File: config.mk
export PLATFORM = sky130hd
export DESIGN_NAME = serial_frame_receiver_crc16
export DESIGN_NICKNAME = d
export VERILOG_FILES = /design/src/sfr_pkg.sv /design/src/sfr_ram.sv /design/src/sfr_parse.sv /design/src/serial_frame_receiver_crc16.sv
export SDC_FILE = /design/constraint.sdc
export NUM_CORES = 1
export LEC_CHECK = 0
export BUFFER_PORTS_ARGS = -buffer_cell sky130_fd_sc_hd__buf_2
export CAP_MARGIN = 20
export CORE_UTILIZATION = 30
export DETAILED_ROUTE_END_ITERATION = 7
export PLACE_DENSITY = 0.45
export SETUP_SLACK_MARGIN = 0.3
export SYNTH_ARGS = -nofsm -noshare
export SYNTH_HDL_FRONTEND = slang
export SYNTH_SLANG_ARGS = --single-unit
File: constraint.sdc
create_clock -name clk -period 11.5 [get_ports clk]
set_clock_uncertainty 0.1 [all_clocks]
set_input_delay 3.45 -clock clk [delete_from_list [all_inputs] [get_ports clk]]
set_output_delay 3.45 -clock clk [all_outputs]
set_load 0.02 [all_outputs]
File: src/sfr_pkg.sv
// Shared types, codes and the CRC-16 byte update for the serial frame receiver.
package sfr_pkg;

  typedef logic [1:0] action_t;
  localparam action_t ACT_RX      = 2'd0;
  localparam action_t ACT_READ    = 2'd1;
  localparam action_t ACT_RELEASE = 2'd2;

  typedef logic [2:0] reg_index_t;
  localparam reg_index_t REG_HEADER_FIRST   = 3'd0;
  localparam reg_index_t REG_HEADER_SECOND  = 3'd1;
  localparam reg_index_t REG_TRAILER_FIRST  = 3'd2;
  localparam reg_index_t REG_TRAILER_SECOND = 3'd3;
  localparam reg_index_t REG_CHECK_ENABLE   = 3'd4;
  localparam reg_index_t REG_CRC_POLYNOMIAL = 3'd5;
  localparam reg_index_t REG_CRC_START      = 3'd6;

  localparam logic [7:0]  HEADER_FIRST_RST   = 8'hAA;
  localparam logic [7:0]  HEADER_SECOND_RST  = 8'h55;
  localparam logic [7:0]  TRAILER_FIRST_RST  = 8'h0D;
  localparam logic [7:0]  TRAILER_SECOND_RST = 8'h0A;
  localparam logic        CHECK_ENABLE_RST   = 1'b1;
  localparam logic [15:0] CRC_POLYNOMIAL_RST = 16'hA001;
  localparam logic [15:0] CRC_START_RST      = 16'hFFFF;

  typedef struct packed {
    logic [7:0]  header_first;
    logic [7:0]  header_second;
    logic [7:0]  trailer_first;
    logic [7:0]  trailer_second;
    logic        check_enable;
    logic [15:0] crc_polynomial;
    logic [15:0] crc_start;
  } sfr_cfg_t;

  typedef struct packed {
    logic       frame_ready;
    logic       frame_accepted;
    logic       crc_mismatch;
    logic       framing_error;
    logic [7:0] held_id;
    logic [6:0] held_length;
  } sfr_status_t;

  function automatic logic [15:0] crc_byte(input logic [15:0] crc, input logic [7:0] b,
                                           input logic [15:0] poly);
    logic [15:0] c;
    c = crc ^ {8'h00, b};
    for (int k = 0; k < 8; k++) begin
      if (c[0]) begin
        c = (c >> 1) ^ poly;
      end else begin
        c = c >> 1;
      end
    end
    return c;
  endfunction

endpackage

File: src/sfr_ram.sv
// Generic single-write, single-read RAM with registered read data.
module sfr_ram #(
  parameter int WIDTH  = 8,
  parameter int DEPTH  = 64,
  parameter int ADDR_W = (DEPTH > 1) ? $clog2(DEPTH) : 1
) (
  input  logic              clk,
  input  logic              we,
  input  logic [ADDR_W-1:0] waddr,
  input  logic [WIDTH-1:0]  wdata,
  input  logic              re,
  input  logic [ADDR_W-1:0] raddr,
  output logic [WIDTH-1:0]  rdata
);

  logic [WIDTH-1:0] mem [DEPTH];

  always_ff @(posedge clk) begin
    if (we) begin
      mem[waddr] <= wdata;
    end
    if (re) begin
      rdata <= mem[raddr];
    end
  end

endmodule

File: src/sfr_parse.sv
// Frame parser: header, id, length, payload store writes, CRC-16 and trailer checks.
module sfr_parse #(
  parameter int CAPACITY = 64,
  parameter int ADDR_W   = 6
) (
  input  logic                clk,
  input  logic                rst,
  input  logic                take,
  input  sfr_pkg::action_t    action,
  input  logic [7:0]          rx_byte,
  input  sfr_pkg::sfr_cfg_t   cfg,
  output logic                mem_we,
  output logic [ADDR_W-1:0]   mem_waddr,
  output logic [7:0]          mem_wdata,
  output sfr_pkg::sfr_status_t status
);
  import sfr_pkg::*;

  typedef enum logic [3:0] {
    PH_HEAD1, PH_HEAD2, PH_ID, PH_LEN, PH_DATA, PH_CRCL, PH_CRCH, PH_END1, PH_END2
  } phase_t;

  localparam logic [7:0] CAP8 = 8'(CAPACITY);

  phase_t      phase, phase_next;
  logic [6:0]  wpos, wpos_next;
  logic [7:0]  ident, ident_next;
  logic [7:0]  size, size_next;
  logic [15:0] rx_crc, rx_crc_next;
  logic [15:0] run_crc, run_crc_next;
  logic        ready, ready_next;
  logic        accepted, mismatch, ferr;

  always_comb begin
    phase_next   = phase;
    wpos_next    = wpos;
    ident_next   = ident;
    size_next    = size;
    rx_crc_next  = rx_crc;
    run_crc_next = run_crc;
    ready_next   = ready;
    accepted     = 1'b0;
    mismatch     = 1'b0;
    ferr         = 1'b0;
    mem_we       = 1'b0;
    mem_waddr    = ADDR_W'(wpos);
    mem_wdata    = rx_byte;
    if (take) begin
      if (action == ACT_RX && !ready) begin
        case (phase)
          PH_HEAD1: begin
            if (rx_byte == cfg.header_first) phase_next = PH_HEAD2;
          end
          PH_HEAD2: begin
            phase_next = (rx_byte == cfg.header_second) ? PH_ID : PH_HEAD1;
          end
          PH_ID: begin
            ident_next = rx_byte;
            phase_next = PH_LEN;
          end
          PH_LEN: begin
            size_next    = rx_byte;
            wpos_next    = 7'd0;
            run_crc_next = cfg.crc_start;
            if (rx_byte > CAP8) begin
              ferr       = 1'b1;
              phase_next = PH_HEAD1;
            end else if (rx_byte == 8'd0) begin
              phase_next = PH_CRCL;
            end else begin
              phase_next = PH_DATA;
            end
          end
          PH_DATA: begin
            mem_we       = ({1'b0, wpos} < CAP8);
            wpos_next    = wpos + 7'd1;
            run_crc_next = crc_byte(run_crc, rx_byte, cfg.crc_polynomial);
            if ({1'b0, wpos_next} >= size) phase_next = PH_CRCL;
          end
          PH_CRCL: begin
            rx_crc_next = {rx_crc[15:8], rx_byte};
            phase_next  = PH_CRCH;
          end
          PH_CRCH: begin
            rx_crc_next = {rx_byte, rx_crc[7:0]};
            phase_next  = PH_END1;
          end
          PH_END1: begin
            if (rx_byte == cfg.trailer_first) begin
              phase_next = PH_END2;
            end else begin
              ferr       = 1'b1;
              phase_next = PH_HEAD1;
            end
          end
          PH_END2: begin
            phase_next = PH_HEAD1;
            if (rx_byte != cfg.trailer_second) begin
              ferr = 1'b1;
            end else if (cfg.check_enable && run_crc != rx_crc) begin
              mismatch = 1'b1;
            end else begin
              accepted   = 1'b1;
              ready_next = 1'b1;
            end
          end
          default: begin
            phase_next = PH_HEAD1;
          end
        endcase
      end else if (action == ACT_RELEASE) begin
        ready_next = 1'b0;
      end
    end
    status.frame_ready    = ready_next;
    status.frame_accepted = accepted;
    status.crc_mismatch   = mismatch;
    status.framing_error  = ferr;
    status.held_id        = ready_next ? ident_next : 8'd0;
    status.held_length    = ready_next ? size_next[6:0] : 7'd0;
  end

  always_ff @(posedge clk) begin
    if (rst) begin
      phase   <= PH_HEAD1;
      wpos    <= 7'd0;
      ident   <= 8'd0;
      size    <= 8'd0;
      rx_crc  <= 16'd0;
      run_crc <= CRC_START_RST;
      ready   <= 1'b0;
    end else begin
      phase   <= phase_next;
      wpos    <= wpos_next;
      ident   <= ident_next;
      size    <= size_next;
      rx_crc  <= rx_crc_next;
      run_crc <= run_crc_next;
      ready   <= ready_next;
    end
  end

endmodule

File: src/serial_frame_receiver_crc16.sv
// Serial frame receiver with CRC-16 check: top level with stream ports and config registers.
// The result of an item is registered and presented on the output in the cycle after its transaction.
// Throughput: one item per cycle while the output is not stalled; the payload RAM has one write and one read port.
// A stalled output holds its result and blocks input only while the result register is full.
// Reset clears parser state, flags and config registers to their defaults; the payload
// store is not cleared.
module serial_frame_receiver_crc16 #(
  parameter int PAYLOAD_CAPACITY = 64
) (
  input  logic                    clk,
  input  logic                    rst,
  input  logic                    s_tvalid,
  output logic                    s_tready,
  input  logic [15:0]             s_tdata,   // rx_byte[7:0], read_index[13:8], zero[15:14]
  input  sfr_pkg::action_t        s_tuser,   // action[1:0]
  output logic                    m_tvalid,
  input  logic                    m_tready,
  output logic [31:0]             m_tdata,   // frame_ready[0], frame_accepted[1],
                                             // crc_mismatch[2], framing_error[3],
                                             // held_id[11:4], held_length[18:12],
                                             // read_data[26:19], zero[31:27]
  input  logic                    cfg_we,
  input  sfr_pkg::reg_index_t     cfg_addr,
  input  logic [15:0]             cfg_wdata
);
  import sfr_pkg::*;

  localparam int         ADDR_W = (PAYLOAD_CAPACITY > 1) ? $clog2(PAYLOAD_CAPACITY) : 1;
  localparam logic [7:0] CAP8   = 8'(PAYLOAD_CAPACITY);

  sfr_cfg_t    cfg;
  sfr_status_t status, st_q;
  logic        take;
  logic        out_valid;
  logic        rd_ok, rd_ok_q;
  logic [5:0]  read_index;
  logic [7:0]  rx_byte;
  logic        mem_we;
  logic [ADDR_W-1:0] mem_waddr;
  logic [7:0]  mem_wdata;
  logic [7:0]  mem_rdata;
  logic [7:0]  read_data;

  assign rx_byte    = s_tdata[7:0];
  assign read_index = s_tdata[13:8];
  assign s_tready   = !out_valid || m_tready;
  assign take       = s_tvalid && s_tready;
  assign rd_ok      = (s_tuser == ACT_READ) && ({2'b00, read_index} < CAP8);

  always_ff @(posedge clk) begin
    if (rst) begin
      cfg.header_first   <= HEADER_FIRST_RST;
      cfg.header_second  <= HEADER_SECOND_RST;
      cfg.trailer_first  <= TRAILER_FIRST_RST;
      cfg.trailer_second <= TRAILER_SECOND_RST;
      cfg.check_enable   <= CHECK_ENABLE_RST;
      cfg.crc_polynomial <= CRC_POLYNOMIAL_RST;
      cfg.crc_start      <= CRC_START_RST;
    end else if (cfg_we) begin
      case (cfg_addr)
        REG_HEADER_FIRST:   cfg.header_first   <= cfg_wdata[7:0];
        REG_HEADER_SECOND:  cfg.header_second  <= cfg_wdata[7:0];
        REG_TRAILER_FIRST:  cfg.trailer_first  <= cfg_wdata[7:0];
        REG_TRAILER_SECOND: cfg.trailer_second <= cfg_wdata[7:0];
        REG_CHECK_ENABLE:   cfg.check_enable   <= cfg_wdata[0];
        REG_CRC_POLYNOMIAL: cfg.crc_polynomial <= cfg_wdata;
        REG_CRC_START:      cfg.crc_start      <= cfg_wdata;
        default: begin
        end
      endcase
    end
  end

  sfr_parse #(
    .CAPACITY (PAYLOAD_CAPACITY),
    .ADDR_W   (ADDR_W)
  ) u_parse (
    .clk       (clk),
    .rst       (rst),
    .take      (take),
    .action    (s_tuser),
    .rx_byte   (rx_byte),
    .cfg       (cfg),
    .mem_we    (mem_we),
    .mem_waddr (mem_waddr),
    .mem_wdata (mem_wdata),
    .status    (status)
  );

  sfr_ram #(
    .WIDTH  (8),
    .DEPTH  (PAYLOAD_CAPACITY),
    .ADDR_W (ADDR_W)
  ) u_store (
    .clk   (clk),
    .we    (mem_we),
    .waddr (mem_waddr),
    .wdata (mem_wdata),
    .re    (take && rd_ok),
    .raddr (ADDR_W'(read_index)),
    .rdata (mem_rdata)
  );

  always_ff @(posedge clk) begin
    if (rst) begin
      out_valid <= 1'b0;
    end else if (s_tready) begin
      out_valid <= s_tvalid;
    end
  end

  always_ff @(posedge clk) begin
    if (take) begin
      st_q    <= status;
      rd_ok_q <= rd_ok;
    end
  end

  assign read_data = rd_ok_q ? mem_rdata : 8'd0;
  assign m_tvalid  = out_valid;
  assign m_tdata   = {5'd0, read_data, st_q.held_length, st_q.held_id, st_q.framing_error,
                      st_q.crc_mismatch, st_q.frame_accepted, st_q.frame_ready};

endmodule

==> impl_metrics.tcl <==
set metrics [dict create \
    status "finished with violations" \
    violations "design-rule violations" \
    gp_congestion 0.787 \
    seq_area_frac_synth 0.638 \
    portBuffers 68 \
    clock_path_buffers 3 \
    ys_warn_count 0 \
    final_area_um2 33600 \
    syn_area_per_cell_um2 14.8 \
    hold_violations 0 \
    cts-root-buf "clkbuf_16" \
    tightest_slew_ps 1150 \
    synth-adder-area-share 0.00341 \
    ys.flop_type "edfxtp_1" \
    cts_tree "built" \
    ys_top_cells_by_area "edfxtp_1, mux4_2, dfxtp_1, nand2_1, xnor2_1" \
    clk_latency_ps 620 \
    endpoint_kind "register" \
    cp_max_fo 23 \
    netlist_area_um2 29400 \
    dieWidth_um 315 \
    regToRegStartpoint "u_parse.run_crc[0]$_SDFFE_PP1P_" \
    required_ps 11940 \
    dr.pass1.iters 7 \
    placed_area_um2 31100 \
    min_period_ps 8090 \
    synth.most_common_cell "edfxtp_1" \
    ant_nets 0 \
    drive_above_1_share 0.192 \
    finalMaxSlewViolations 0 \
    rsz0062_at_grt "false" \
    syn_inst 1982 \
    cts_hold_buf 0 \
    dpl.hpwl_um 50600 \
    diodes 0 \
    drv_cap 0 \
    gr-usage-all-layers 0.160 \
    synth_top_family_by_area "multiplexers" \
    wl_per_cell_um 23.4 \
    start_kind "input pin" \
    post-cts-setup-buffer-count 0 \
    fin_ws_ps 3410 \
    nNetsFinal 2087 \
    vias 16900 \
    period_share 0.703 \
    path_class "input pin to register" \
    crit_start "s_tdata[0]" \
    ios 76 \
    synthMuxAreaShare 0.147 \
    relSlewSlack 0.229 \
    synth_seq_cells 666 \
    clk_pin_slew_ps 60 \
    core_area_um2 96900 \
    place_ws_ps 2550 \
    antenna_found_initial 2 \
    yosys.area_share.simple 0.0911 \
    fill_cells 9275 \
    fin_setup_tns_ps 0 \
    fmax_mhz 124 \
    dieHeight_um 315 \
    htree_levels 3 \
    cp.arrival_ps 8520 \
    power_density_nw_per_um2 164 \
    vias_per_cell 5.01 \
    rows 114 \
    overflow 0 \
    routed_wl_um 78900 \
    synth_edf_count 540 \
    drt-initial-drc-count 1120 \
    hp-class "register to register" \
    yosys.area.top_type "edfxtp_1" \
    drc_errors 1 \
    initial_core_util 0.303 \
    synth_top_area_frac 0.552 \
    synthDistinctLibCells 76 \
    synth_xor_area_frac 0.0591 \
    synth-compound-area-share 0.0417 \
    dieArea_um2 99200 \
    numClockSinks 666 \
    syn2layout_area_growth_pct 14.4 \
    synthArstFlopShare 0 \
    hp-start "cfg[35]$_SDFFE_PP0P_" \
    leakagePower_nw 11.1 \
    setup_viol 0 \
    grt_max_degree 90 \
    cts.repair.resized 0 \
    peakVddDrop_v 0.0000946 \
    cts_made_buffers 75 \
    synth_commonest_cells "edfxtp_1, nand2_1, mux4_2" \
    grt_pass1_vias 17100 \
    grt_first_pass_wirelength_um 117000 \
]
==> cell type report <==
type | instances | area [µm²] | share of cell area
inverter | 16 | 60.1 | 0.00179
multi-input combinational | 1175 | 10100 | 0.300
clock buffer | 94 | 2000 | 0.0595
tap | 1276 | 1600 | 0.0475
sequential | 666 | 18700 | 0.557
clock inverter | 41 | 495 | 0.0147
timing repair buffer | 103 | 648 | 0.0193
==> worst max-delay path: stages <==
cell and delay, ps:
buf_4 350, xor2_2 610, nand2_1 250, xnor2_2 350
a21oi_1 130, nor2_2 780, xnor3_1 580, o21a_1 190
a211oi_1 230, a22o_1 560, xnor2_1 360, buf_4 270
a211o_1 290, nand3_1 80
==> cell usage in the layout, fill, tap and decap left out, types with 9 or more instances in the layout <==
cell type  instances
edfxtp_1         540
nand2_1          265
mux4_2           168
nor2_1           157
dfxtp_1          126
xnor2_1           84
clkbuf_16         76
a21oi_1           57
buf_2             57
xor2_1            56
mux2i_1           52
nand3_1           45
buf_4             43
nand3b_1          32
o21ai_0           19
xnor3_1           18
nor4_1            17
a211oi_1          17
inv_1             16
clkinv_2          15
clkbuf_1          15
nor3_1            14
and2_1            11
nor2b_1           10
a32oi_1           10
clkinv_1          10
nand2b_1           9
nand4_1            9
==> power breakdown <==
| group | switching, mW | internal (mW) | leakage, nW |
|---|---|---|---|
| Clock | 0.999 | 1.41 | 1.22 |
| Combinational | 0.296 | 0.197 | 4.00 |
| Sequential | 0.0134 | 2.62 | 5.90 |
| Total | 1.31 | 4.22 | 11.1 |
==> logic make-up after synthesis <==
| family | after synthesis |
|---|---|
| DFF | 666 |
| and+or+nand+nor | 597 |
| muxes | 221 |
| AOI/OAI and AO/OA | 179 |
| xor gates and xnor gates | 165 |
| buffers and inverters | 145 |
| adders and majority gates | 8 |
| other | 1 |
==> state kept, by name (all words and copies together), names as in the netlist, 4 cells and up <==
name,cells
u_parse.run_crc,16
u_parse.phase,4
u_parse.rx_crc,16
u_store.rdata,8
u_parse.size,8
u_parse.ident,8
m_tdata,19
u_parse.wpos,7
cfg,65
u_store.mem,512
==> worst paths after layout <==
kind	to	slack (ps)	cells after the start
setup / recovery	u_parse.run_crc[6]$_SDFFE_PP1P_	3410	14
hold / removal	cfg[35]$_SDFFE_PP0P_	370	2
setup reg to reg	u_parse.run_crc[6]$_SDFFE_PP1P_	6130	13
hold reg to reg	cfg[35]$_SDFFE_PP0P_	370	2
==> layer usage <==
layer / vias up / share of wire / GRT usage
li1: 7615 / - / -
met1: 8783 / 0.47 / 0.232
met2: 403 / 0.47 / 0.254
met3: 83 / 0.045 / 0.0255
met4: 0 / 0.013 / 0.0318
met5: - / 0 / 0
==> metrics by stage <==
step	utilization	std cells	hold WS, ps	power (mW)
6_report	0.347	3371	365	5.53
5_1_grt	0.347	3371	395	5.72
4_1_cts	0.347	3368	366	5.58
3_5_place_dp	0.321	3233	359	3.17
3_3_place_gp	0.321	3231	354	3.17
2_1_floorplan	-	1986	332	3.00
Power figures use the tool's default switching activity.
